--- config.mk ---
export PLATFORM = sky130hd
export DESIGN_NAME = dirty_rectangle_tracker
export DESIGN_NICKNAME = d
export VERILOG_FILES = /design/src/drt_pkg.sv /design/src/dirty_rectangle_tracker.sv
export VERILOG_INCLUDE_DIRS = /design/src /design/src/src
export SDC_FILE = /design/constraint.sdc
export NUM_CORES = 2
export LEC_CHECK = 0
export ABC_AREA = 1
export BUFFER_PORTS_ARGS = -buffer_cell sky130_fd_sc_hd__buf_2
export CORE_MARGIN = 3
export CORE_UTILIZATION = 30
export DETAILED_ROUTE_END_ITERATION = 10
export PLACE_DENSITY_LB_ADDON = 0.08
export SKIP_LAST_GASP = 1
export SLEW_MARGIN = 20
export SYNTH_ARGS = -nofsm -noshare
export SYNTH_HDL_FRONTEND = slang
export SYNTH_SLANG_ARGS = --single-unit
--- constraint.sdc ---
create_clock -name clk -period 10.7 [get_ports clk]
set_input_delay 2.14 -clock clk [delete_from_list [all_inputs] [get_ports clk]]
set_output_delay 2.14 -clock clk [all_outputs]
set_load 0.05 [all_outputs]
--- src/dirty_rectangle_tracker_defines.svh ---
// ----------------------------------------------------------------------------
// Dirty rectangle tracker assertion macros
// Concurrent assertion wrappers, empty when SYNTHESIS is defined.
// ----------------------------------------------------------------------------
`ifndef DIRTY_RECTANGLE_TRACKER_DEFINES_SVH
`define DIRTY_RECTANGLE_TRACKER_DEFINES_SVH
`ifndef SYNTHESIS
// property must hold at every clock edge outside reset
`define DRT_ASSERT(lbl, ck, rst_n, prop) \
	lbl: assert property (@(posedge ck) disable iff (!rst_n) (prop)) \
		else $error("dirty_rectangle_tracker check failed");
// condition must never be true outside reset
`define DRT_NEVER(lbl, ck, rst_n, cond) \
	`DRT_ASSERT(lbl, ck, rst_n, !(cond))
`else
`define DRT_ASSERT(lbl, ck, rst_n, prop)
`define DRT_NEVER(lbl, ck, rst_n, cond)
`endif
`endif

--- src/drt_pkg.sv ---
// ----------------------------------------------------------------------------
// Dirty rectangle tracker package
// Constants, codes and the stored rectangle type.
// ----------------------------------------------------------------------------
`timescale 1ns / 1ps
`default_nettype none
package drt_pkg;
	localparam int SLOTS_DEFAULT = 32;
	localparam int RESULT_CAP    = 32;
	localparam int COORD_W       = 12;
	localparam int DIM_W         = 13;
	localparam int AREA_W        = 25;

	localparam logic [DIM_W-1:0] SCREEN_W_RST = 13'd480;
	localparam logic [DIM_W-1:0] SCREEN_H_RST = 13'd320;
	localparam logic [DIM_W-1:0] DIM_MAX      = 13'd4096;

	// request kinds
	localparam logic [1:0] KIND_INVALIDATE = 2'd0;
	localparam logic [1:0] KIND_JOIN       = 2'd1;
	localparam logic [1:0] KIND_EMIT       = 2'd2;
	localparam logic [1:0] KIND_CLEAR      = 2'd3;

	// result status codes
	localparam logic [2:0] ST_ADDED    = 3'd0;
	localparam logic [2:0] ST_COVERED  = 3'd1;
	localparam logic [2:0] ST_OUTSIDE  = 3'd2;
	localparam logic [2:0] ST_OVERFLOW = 3'd3;
	localparam logic [2:0] ST_JOINED   = 3'd4;
	localparam logic [2:0] ST_REGION   = 3'd5;
	localparam logic [2:0] ST_NONE     = 3'd6;
	localparam logic [2:0] ST_CLEARED  = 3'd7;

	// register indexes
	localparam logic CFG_SCREEN_WIDTH  = 1'b0;
	localparam logic CFG_SCREEN_HEIGHT = 1'b1;

	typedef struct packed {
		logic [COORD_W-1:0] x1;
		logic [COORD_W-1:0] y1;
		logic [COORD_W-1:0] x2;
		logic [COORD_W-1:0] y2;
	} rect_t;
endpackage
`default_nettype wire

--- src/dirty_rectangle_tracker.sv ---
// ----------------------------------------------------------------------------
// Dirty rectangle tracker
// Table of dirty screen rectangles with invalidate, join, emit and clear.
// ----------------------------------------------------------------------------
// A request is taken when start is high and busy is low. Results appear for
// one cycle each with result_valid; the receiver cannot stall them, and last
// marks the final one. Invalidate walks the stored entries, join walks every
// pair of unjoined entries, and emit walks the stored entries; clear and a
// rectangle outside the screen answer straight from idle. The pace is set by
// the rectangle memory with one write port and a registered read port and
// the one shared area multiplier stepped by the sequencer.
`timescale 1ns / 1ps
`default_nettype none
`include "dirty_rectangle_tracker_defines.svh"
module dirty_rectangle_tracker #(
	parameter int REGION_SLOTS = drt_pkg::SLOTS_DEFAULT
) (
	input  wire logic                         clk,
	input  wire logic                         arst_n,
	input  wire logic                         start,
	output logic                              busy,
	input  wire logic [1:0]                   kind,
	input  wire logic signed [15:0]           x_left,
	input  wire logic signed [15:0]           y_top,
	input  wire logic signed [15:0]           x_right,
	input  wire logic signed [15:0]           y_bottom,
	input  wire logic                         cfg_we,
	input  wire logic                         cfg_index,
	input  wire logic [drt_pkg::DIM_W-1:0]    cfg_data,
	output logic                              result_valid,
	output logic [2:0]                        status,
	output logic [4:0]                        region_index,
	output logic [drt_pkg::COORD_W-1:0]       out_x_left,
	output logic [drt_pkg::COORD_W-1:0]       out_y_top,
	output logic [drt_pkg::COORD_W-1:0]       out_x_right,
	output logic [drt_pkg::COORD_W-1:0]       out_y_bottom,
	output logic [drt_pkg::AREA_W-1:0]        pixel_count,
	output logic [4:0]                        merge_count,
	output logic [5:0]                        entries_used,
	output logic                              last
);
	import drt_pkg::*;

	localparam int IW = $clog2(REGION_SLOTS);
	localparam int CW = $clog2(REGION_SLOTS + 1);
	localparam logic [CW-1:0] SLOTS_C = CW'(REGION_SLOTS);

	typedef enum logic [3:0] {
		IDLE, V_RD, V_CMP, I_RD, I_LD, J_RD, J_F, J_B, J_CMP, E_SCAN, E_LD
	} state_t;

	state_t                state_q;
	logic [DIM_W-1:0]      scr_w_q, scr_h_q;
	logic [CW-1:0]         count_q, i_q, j_q;
	logic [REGION_SLOTS-1:0] marks_q;
	logic [5:0]            n_q;
	logic [4:0]            merges_q;
	rect_t                 c_q, a_q, b_q, rdata_q;
	logic [AREA_W-1:0]     area_a_q, area_f_q, area_b_q;

	rect_t                 mem_q [REGION_SLOTS];

	// clip the incoming rectangle to the screen
	logic [COORD_W-1:0]    wm1, hm1;
	logic signed [16:0]    sx1, sy1, sx2, sy2, cx1, cy1, cx2, cy2;
	logic                  clip_empty;
	rect_t                 clip_r, screen_r;

	assign wm1 = COORD_W'(scr_w_q - 13'd1);
	assign hm1 = COORD_W'(scr_h_q - 13'd1);
	assign sx1 = {x_left[15], x_left};
	assign sy1 = {y_top[15], y_top};
	assign sx2 = {x_right[15], x_right};
	assign sy2 = {y_bottom[15], y_bottom};

	always_comb begin
		cx1 = (sx1 > 17'sd0) ? sx1 : 17'sd0;
		cy1 = (sy1 > 17'sd0) ? sy1 : 17'sd0;
		cx2 = (sx2 < $signed({5'd0, wm1})) ? sx2 : $signed({5'd0, wm1});
		cy2 = (sy2 < $signed({5'd0, hm1})) ? sy2 : $signed({5'd0, hm1});
		clip_empty = (cx1 > cx2) || (cy1 > cy2);
		clip_r = '{x1: cx1[COORD_W-1:0], y1: cy1[COORD_W-1:0],
		           x2: cx2[COORD_W-1:0], y2: cy2[COORD_W-1:0]};
		screen_r = '{x1: '0, y1: '0, x2: wm1, y2: hm1};
	end

	// compare and bounding box against the memory read data
	logic  inside_c, overlap_af, merge_ok;
	rect_t bbox;

	always_comb begin
		inside_c = (c_q.x1 >= rdata_q.x1) && (c_q.y1 >= rdata_q.y1) &&
		           (c_q.x2 <= rdata_q.x2) && (c_q.y2 <= rdata_q.y2);
		overlap_af = !((a_q.x1 > rdata_q.x2) || (rdata_q.x1 > a_q.x2) ||
		               (a_q.y1 > rdata_q.y2) || (rdata_q.y1 > a_q.y2));
		bbox.x1 = (a_q.x1 < rdata_q.x1) ? a_q.x1 : rdata_q.x1;
		bbox.y1 = (a_q.y1 < rdata_q.y1) ? a_q.y1 : rdata_q.y1;
		bbox.x2 = (a_q.x2 > rdata_q.x2) ? a_q.x2 : rdata_q.x2;
		bbox.y2 = (a_q.y2 > rdata_q.y2) ? a_q.y2 : rdata_q.y2;
		merge_ok = {1'b0, area_b_q} < ({1'b0, area_a_q} + {1'b0, area_f_q});
	end

	// shared area multiplier
	rect_t              mrect;
	logic [DIM_W-1:0]   mw, mh;
	logic [2*DIM_W-1:0] mprod;
	logic [AREA_W-1:0]  area_mul;

	always_comb begin
		mrect = (state_q == J_B) ? b_q : rdata_q;
		mw = {1'b0, mrect.x2} - {1'b0, mrect.x1} + 13'd1;
		mh = {1'b0, mrect.y2} - {1'b0, mrect.y1} + 13'd1;
		mprod = mw * mh;
		area_mul = mprod[AREA_W-1:0];
	end

	// any unjoined entry left after slot i
	logic [REGION_SLOTS-1:0] more_vec;
	logic                    more_after;

	always_comb begin
		for (int k = 0; k < REGION_SLOTS; k++) begin
			more_vec[k] = (CW'(k) > i_q) && (CW'(k) < count_q) && !marks_q[k];
		end
		more_after = |more_vec;
	end

	logic emit_last;
	assign emit_last = (n_q == 6'(RESULT_CAP - 1)) || !more_after;

	// memory port control
	logic          wr_en;
	logic [IW-1:0] wr_addr, rd_addr;
	rect_t         wr_data;

	always_comb begin
		wr_en = 1'b0;
		wr_addr = i_q[IW-1:0];
		wr_data = b_q;
		if (state_q == V_RD && i_q >= count_q) begin
			wr_en = 1'b1;
			if (count_q < SLOTS_C) begin
				wr_addr = count_q[IW-1:0];
				wr_data = c_q;
			end else begin
				wr_addr = '0;
				wr_data = screen_r;
			end
		end else if (state_q == J_CMP && merge_ok) begin
			wr_en = 1'b1;
		end
		rd_addr = (state_q == J_RD) ? j_q[IW-1:0] : i_q[IW-1:0];
	end

	// rectangle memory, registered read
	always_ff @(posedge clk) begin
		if (wr_en) begin
			mem_q[wr_addr] <= wr_data;
		end
		rdata_q <= mem_q[rd_addr];
	end

	// configuration registers, clamped to 1..4096
	always_ff @(posedge clk or negedge arst_n) begin
		if (!arst_n) begin
			scr_w_q <= SCREEN_W_RST;
			scr_h_q <= SCREEN_H_RST;
		end else if (cfg_we) begin
			unique case (cfg_index)
				CFG_SCREEN_WIDTH: begin
					scr_w_q <= (cfg_data == '0) ? 13'd1 :
					           (cfg_data > DIM_MAX) ? DIM_MAX : cfg_data;
				end
				CFG_SCREEN_HEIGHT: begin
					scr_h_q <= (cfg_data == '0) ? 13'd1 :
					           (cfg_data > DIM_MAX) ? DIM_MAX : cfg_data;
				end
				default: ;
			endcase
		end
	end

	assign busy = (state_q != IDLE);

	// sequencer and result registers
	always_ff @(posedge clk or negedge arst_n) begin
		if (!arst_n) begin
			state_q      <= IDLE;
			count_q      <= '0;
			marks_q      <= '0;
			i_q          <= '0;
			j_q          <= '0;
			n_q          <= '0;
			merges_q     <= '0;
			result_valid <= 1'b0;
			status       <= ST_ADDED;
			region_index <= '0;
			out_x_left   <= '0;
			out_y_top    <= '0;
			out_x_right  <= '0;
			out_y_bottom <= '0;
			pixel_count  <= '0;
			merge_count  <= '0;
			entries_used <= '0;
			last         <= 1'b0;
		end else begin
			// drop the previous result after its cycle
			result_valid <= 1'b0;
			region_index <= '0;
			out_x_left   <= '0;
			out_y_top    <= '0;
			out_x_right  <= '0;
			out_y_bottom <= '0;
			pixel_count  <= '0;
			merge_count  <= '0;
			last         <= 1'b0;
			unique case (state_q)
				IDLE: begin
					if (start) begin
						i_q <= '0;
						unique case (kind)
							KIND_INVALIDATE: begin
								if (clip_empty) begin
									result_valid <= 1'b1;
									status       <= ST_OUTSIDE;
									entries_used <= 6'(count_q);
									last         <= 1'b1;
								end else begin
									c_q     <= clip_r;
									state_q <= V_RD;
								end
							end
							KIND_JOIN: begin
								merges_q <= '0;
								state_q  <= I_RD;
							end
							KIND_EMIT: begin
								n_q     <= '0;
								state_q <= E_SCAN;
							end
							KIND_CLEAR: begin
								count_q      <= '0;
								marks_q      <= '0;
								result_valid <= 1'b1;
								status       <= ST_CLEARED;
								entries_used <= '0;
								last         <= 1'b1;
							end
							default: ;
						endcase
					end
				end
				// scan stored entries for one that covers the rectangle
				V_RD: begin
					if (i_q >= count_q) begin
						result_valid <= 1'b1;
						last         <= 1'b1;
						state_q      <= IDLE;
						if (count_q < SLOTS_C) begin
							marks_q[count_q[IW-1:0]] <= 1'b0;
							count_q      <= count_q + 1'b1;
							status       <= ST_ADDED;
							entries_used <= 6'(count_q + 1'b1);
						end else begin
							marks_q[0]   <= 1'b0;
							count_q      <= CW'(1);
							status       <= ST_OVERFLOW;
							entries_used <= 6'd1;
						end
					end else begin
						state_q <= V_CMP;
					end
				end
				V_CMP: begin
					if (inside_c) begin
						result_valid <= 1'b1;
						status       <= ST_COVERED;
						entries_used <= 6'(count_q);
						last         <= 1'b1;
						state_q      <= IDLE;
					end else begin
						i_q     <= i_q + 1'b1;
						state_q <= V_RD;
					end
				end
				// outer entry of the join walk
				I_RD: begin
					if (i_q >= count_q) begin
						result_valid <= 1'b1;
						status       <= ST_JOINED;
						merge_count  <= merges_q;
						entries_used <= 6'(count_q);
						last         <= 1'b1;
						state_q      <= IDLE;
					end else if (marks_q[i_q[IW-1:0]]) begin
						i_q <= i_q + 1'b1;
					end else begin
						state_q <= I_LD;
					end
				end
				I_LD: begin
					a_q      <= rdata_q;
					area_a_q <= area_mul;
					j_q      <= '0;
					state_q  <= J_RD;
				end
				// inner entry of the join walk
				J_RD: begin
					if (j_q >= count_q) begin
						i_q     <= i_q + 1'b1;
						state_q <= I_RD;
					end else if (j_q == i_q || marks_q[j_q[IW-1:0]]) begin
						j_q <= j_q + 1'b1;
					end else begin
						state_q <= J_F;
					end
				end
				J_F: begin
					if (overlap_af) begin
						b_q      <= bbox;
						area_f_q <= area_mul;
						state_q  <= J_B;
					end else begin
						j_q     <= j_q + 1'b1;
						state_q <= J_RD;
					end
				end
				J_B: begin
					area_b_q <= area_mul;
					state_q  <= J_CMP;
				end
				J_CMP: begin
					if (merge_ok) begin
						a_q      <= b_q;
						area_a_q <= area_b_q;
						marks_q[j_q[IW-1:0]] <= 1'b1;
						if (merges_q != 5'd31) begin
							merges_q <= merges_q + 5'd1;
						end
					end
					j_q     <= j_q + 1'b1;
					state_q <= J_RD;
				end
				// list unjoined entries
				E_SCAN: begin
					if (i_q >= count_q || n_q == 6'(RESULT_CAP)) begin
						if (n_q == '0) begin
							result_valid <= 1'b1;
							status       <= ST_NONE;
							entries_used <= 6'(count_q);
							last         <= 1'b1;
						end
						state_q <= IDLE;
					end else if (marks_q[i_q[IW-1:0]]) begin
						i_q <= i_q + 1'b1;
					end else begin
						state_q <= E_LD;
					end
				end
				E_LD: begin
					result_valid <= 1'b1;
					status       <= ST_REGION;
					region_index <= 5'(i_q);
					out_x_left   <= rdata_q.x1;
					out_y_top    <= rdata_q.y1;
					out_x_right  <= rdata_q.x2;
					out_y_bottom <= rdata_q.y2;
					pixel_count  <= area_mul;
					entries_used <= 6'(count_q);
					last         <= emit_last;
					i_q          <= i_q + 1'b1;
					n_q          <= n_q + 6'd1;
					state_q      <= emit_last ? IDLE : E_SCAN;
				end
				default: state_q <= IDLE;
			endcase
		end
	end

	`DRT_ASSERT(a_accept_acts, clk, arst_n, (start && !busy) |=> (busy || result_valid))
	`DRT_ASSERT(a_last_idles, clk, arst_n, (result_valid && last) |-> !busy)
	`DRT_ASSERT(a_single_last, clk, arst_n, (result_valid && status != ST_REGION) |-> last)
	`DRT_NEVER(a_count_range, clk, arst_n, count_q > SLOTS_C)
endmodule
`default_nettype wire

==> metrics.md <==
| Metric | Value |
|---|---|
| Status | `complete, no violations` |
| Fin crit share | `a little under nine tenths` |
| Synth async-reset ratio | `around 9%` |
| Antenna Nets Post-Route | `0` |
| Count leader, synth | `edfxtp_1` |
| Post-synth EDFFs | `roughly 1800` |
| GPL Wtd Cong | `just under 0.9` |
| Crit path max-delay cell type | `xnor2_1` |
| Grt ovf | `0` |
| Row cnt | `between 200 and 250` |
| CTS Buf Count | `about 230` |
| Die footprint | `327800 µm²` |
| Post-Synth Simple-Gate Area | `roughly 14%` |
| Hold Vio Cnt, Final | `0` |
| Max-cap check violation count | `0` |
| Post-synth top area share | `a little over half` |
| Seq cells post-synth | `slightly below 2000` |
| Total wire length | `357.0 mm` |
| Dpl cell area | `between 100000 and 150000 µm²` |
| GRT Total Usage | `a little over a fifth` |
| Vias in the first global route | `67110` |
| Max_slew headroom | `between 10% and 20%` |
| Finished layout cell area | `between 100000 and 150000 µm²` |
| Largest family of logic cells by synthesized area | `simple AND/OR/NAND/NOR gates` |
| Pre-antenna DRT Iters | `5` |
| Nets | `around 9600` |
| # hold bufs at CTS | `0` |
| Average routed wire per standard cell | `between 20 and 30 µm` |
| Ys flop type | `edfxtp_1` |
| Mean Syn Cell Area | `10.93 µm²` |
| Via count | `68020` |
| Seq/Total Area, Yosys | `approximately three fifths` |
| Dpl hpwl | `between 200 and 250 mm` |
| RSZ-0062 raised after global routing | `false` |
| Clock buffer depth | `4` |
| Slowest stage delay, CP | `between 0.8 and 0.9 ns` |
| Synthesized cell area | `96300 µm²` |
| Final Hold Slack | `around 0.47 ns` |
| Initial antenna violation count | `22` |
| Min cycle time layout | `just over 9 ns` |
| Post-synthesis mux area share | `0%` |
| Yosys cell types | `between 60 and 70` |
| Ranking of synthesized cells by area | `edfxtp_1 (55%), nand2_1 (6.0%), ha_1 (5.1%), o211ai_1 (5.1%), dfrtp_1 (4.6%)` |
| First-pass GRT wire length | `between 500 and 600 mm` |
| Core Area | `about 320000 µm²` |
| DR iter-0 viols | `~5500` |
| Fraction of layout cells with a size suffix above 1 | `between 10% and 20%` |
| Setup Fix Bufs, Post-CTS | `0` |
| TritonCTS clock tree | `yes` |
| Mapped Cells | `between 8000 and 9000` |
| Largest net degree at the start of global routing | `around 190` |
| Synth cell count leaders | `edfxtp_1 (1755), nand2_1 (1550), nor2_1 (747)` |
| Min-Delay Path Class | `reg2reg` |
| DRC violations left | `0` |
| Setup Crit Path Kind | `reg2reg` |
| Post-synthesis adder-cell area fraction | `between 7 and 8%` |
| Startpoint types | `register` |
| Xor/xnor share of the synthesized area | `less than 1%` |
| Fillcell total | `about 32000` |
| Worst Path Arrival | `slightly below 10 ns` |
| DIE WIDTH | `about 570 µm` |
| Highest clock rate | `about 0.11 GHz` |
| Critical Path Fanout Max | `between 40 and 50` |
| Area leader, netlist | `edfxtp_1` |
| Vias per inst | `5.061` |
| Compound-gate portion of the synthesized area | `12.15%` |
| Setup Total Neg Slack | `0 ns` |
| Buffers on Ports | `roughly 180` |
| Htree depth | `4` |
| Yosys Warn Count | `0` |
| Final setup viols | `0` |
| Root buf cell | `clkbuf_16` |
| Die Ht | `572.6 µm` |
| Critical path endpoint category | `register` |
| Num ports | `between 150 and 200` |
| Worst Tran Pin Value | `roughly 1.2 ns` |
| Initial Utilization | `between 30% and 40%` |
| CTS resizes | `0` |
| Required time worst endpoint | `11.30 ns` |
| Clk Latency, worst-skew pair | `approximately 0.94 ns` |
| Reg clk slew, reported paths | `roughly 0.06 ns` |
| Slew Viols, Final | `0` |
| Clock sink count | `1986` |
| Clock Skews | `~0.11 ns` |
| Layout area overhead | `14.56%` |
==> registers in the layout, indices dropped and copies added (netlist names), 25 cells and up <==
name and flops:
a_q 48, rdata_q 48, area_b_q 25, c_q 48, pixel_count 25, area_a_q 25
b_q 48, marks_q 32, area_f_q 25, mem_q 1536
==> stage by stage <==
step                std cells  util (%)  worst slack, ns
finish                  13440     34.60            1.527
global route            13440     34.60           0.8961
global placement        12990     32.12            1.672
CTS                     13430     34.59            1.539
floorplan                8813         -            1.882
detailed placement      13000     32.17            1.607
==> logic make-up after synthesis <==
group                      after synthesis
AOI/OAI and AO/OA                     1942
xor gates and xnor gates                77
adders and majority gates              518
buffers and inverters                 1140
DFF                                   1986
other                                    1
and+or+nand+nor                       3148
==> worst paths after layout <==
| kind | startpoint | endpoint | slack, ns | depth (start not counted) |
|---|---|---|---|---|
| max | state_q[1] | area_b_q[24] | 1.53 | 29 |
| max reg2reg | state_q[1] | area_b_q[24] | 1.53 | 29 |
| min reg2reg | entries_used[5] | entries_used[5] | 0.47 | 2 |
| max in group asynchronous | arst_n | out_y_top[6] | 7.26 | 3 |
| min | entries_used[5] | entries_used[5] | 0.47 | 2 |
| min in group asynchronous | arst_n | pixel_count[1] | 1.30 | 1 |
==> cell usage in the layout (no fill, tap or decap), drive strengths merged, types with 6 or more instances in the layout <==
| master | count |
|---|---|
| nand3b | 6 |
| nand3 | 417 |
| clkinvlp | 11 |
| a21boi | 6 |
| nand2 | 1556 |
| or2 | 303 |
| bufinv | 24 |
| nor3 | 34 |
| ha | 395 |
| xor2 | 58 |
| dfrtp | 177 |
| o2111ai | 7 |
| nor2 | 751 |
| clkinv | 103 |
| nor4 | 20 |
| o211ai | 656 |
| xnor2 | 19 |
| inv | 680 |
| o21ai | 791 |
| fa | 123 |
| dfstp | 6 |
| o21bai | 42 |
| nand4 | 53 |
| a31oi | 21 |
| o22ai | 10 |
| clkbuf | 301 |
| a21o | 9 |
| dfxtp | 48 |
| o21a | 10 |
| buf | 358 |
| edfxtp | 1755 |
| a21oi | 376 |
==> worst max-delay path: cells and delay by family (launching register included) <==
family / cells / cell delay [ns]
AO/OA/AOI/OAI: 2 / 0.27
buffers and inverters: 7 / 0.97
adder cells (fa/ha/maj): 9 / 3.98
AND/OR/NAND/NOR: 10 / 2.32
XOR/XNOR: 1 / 0.84
flip-flops: 1 / 0.44
==> cell type report <==
cell class              count  area [µm²]  share of cell area (%)
well taps                4284        5360                   4.858
multi-input cells        5687       33800                   30.64
repair buffers            359        2596                   2.353
diodes                      5       12.51                 0.01134
flip-flops and latches   1986       58250                   52.80
clock buffers             300        6320                   5.728
inverters                 683        2609                   2.365
clock inverters           135        1373                   1.244
==> layer usage <==
| metal | global-route usage, % | share of wire, % | vias up |
|---|---|---|---|
| li1 | - | - | 31420 |
| met1 | 29.02 | 45 | 34350 |
| met2 | 35.42 | 48 | 1798 |
| met3 | 3.014 | 5.0 | 454 |
| met4 | 5.949 | 2.9 | 4 |
| met5 | 0 | 0.0050 | - |
Power is not shown: default switching activity piles up to over one toggle a cycle in this logic, so the estimate is an artifact.
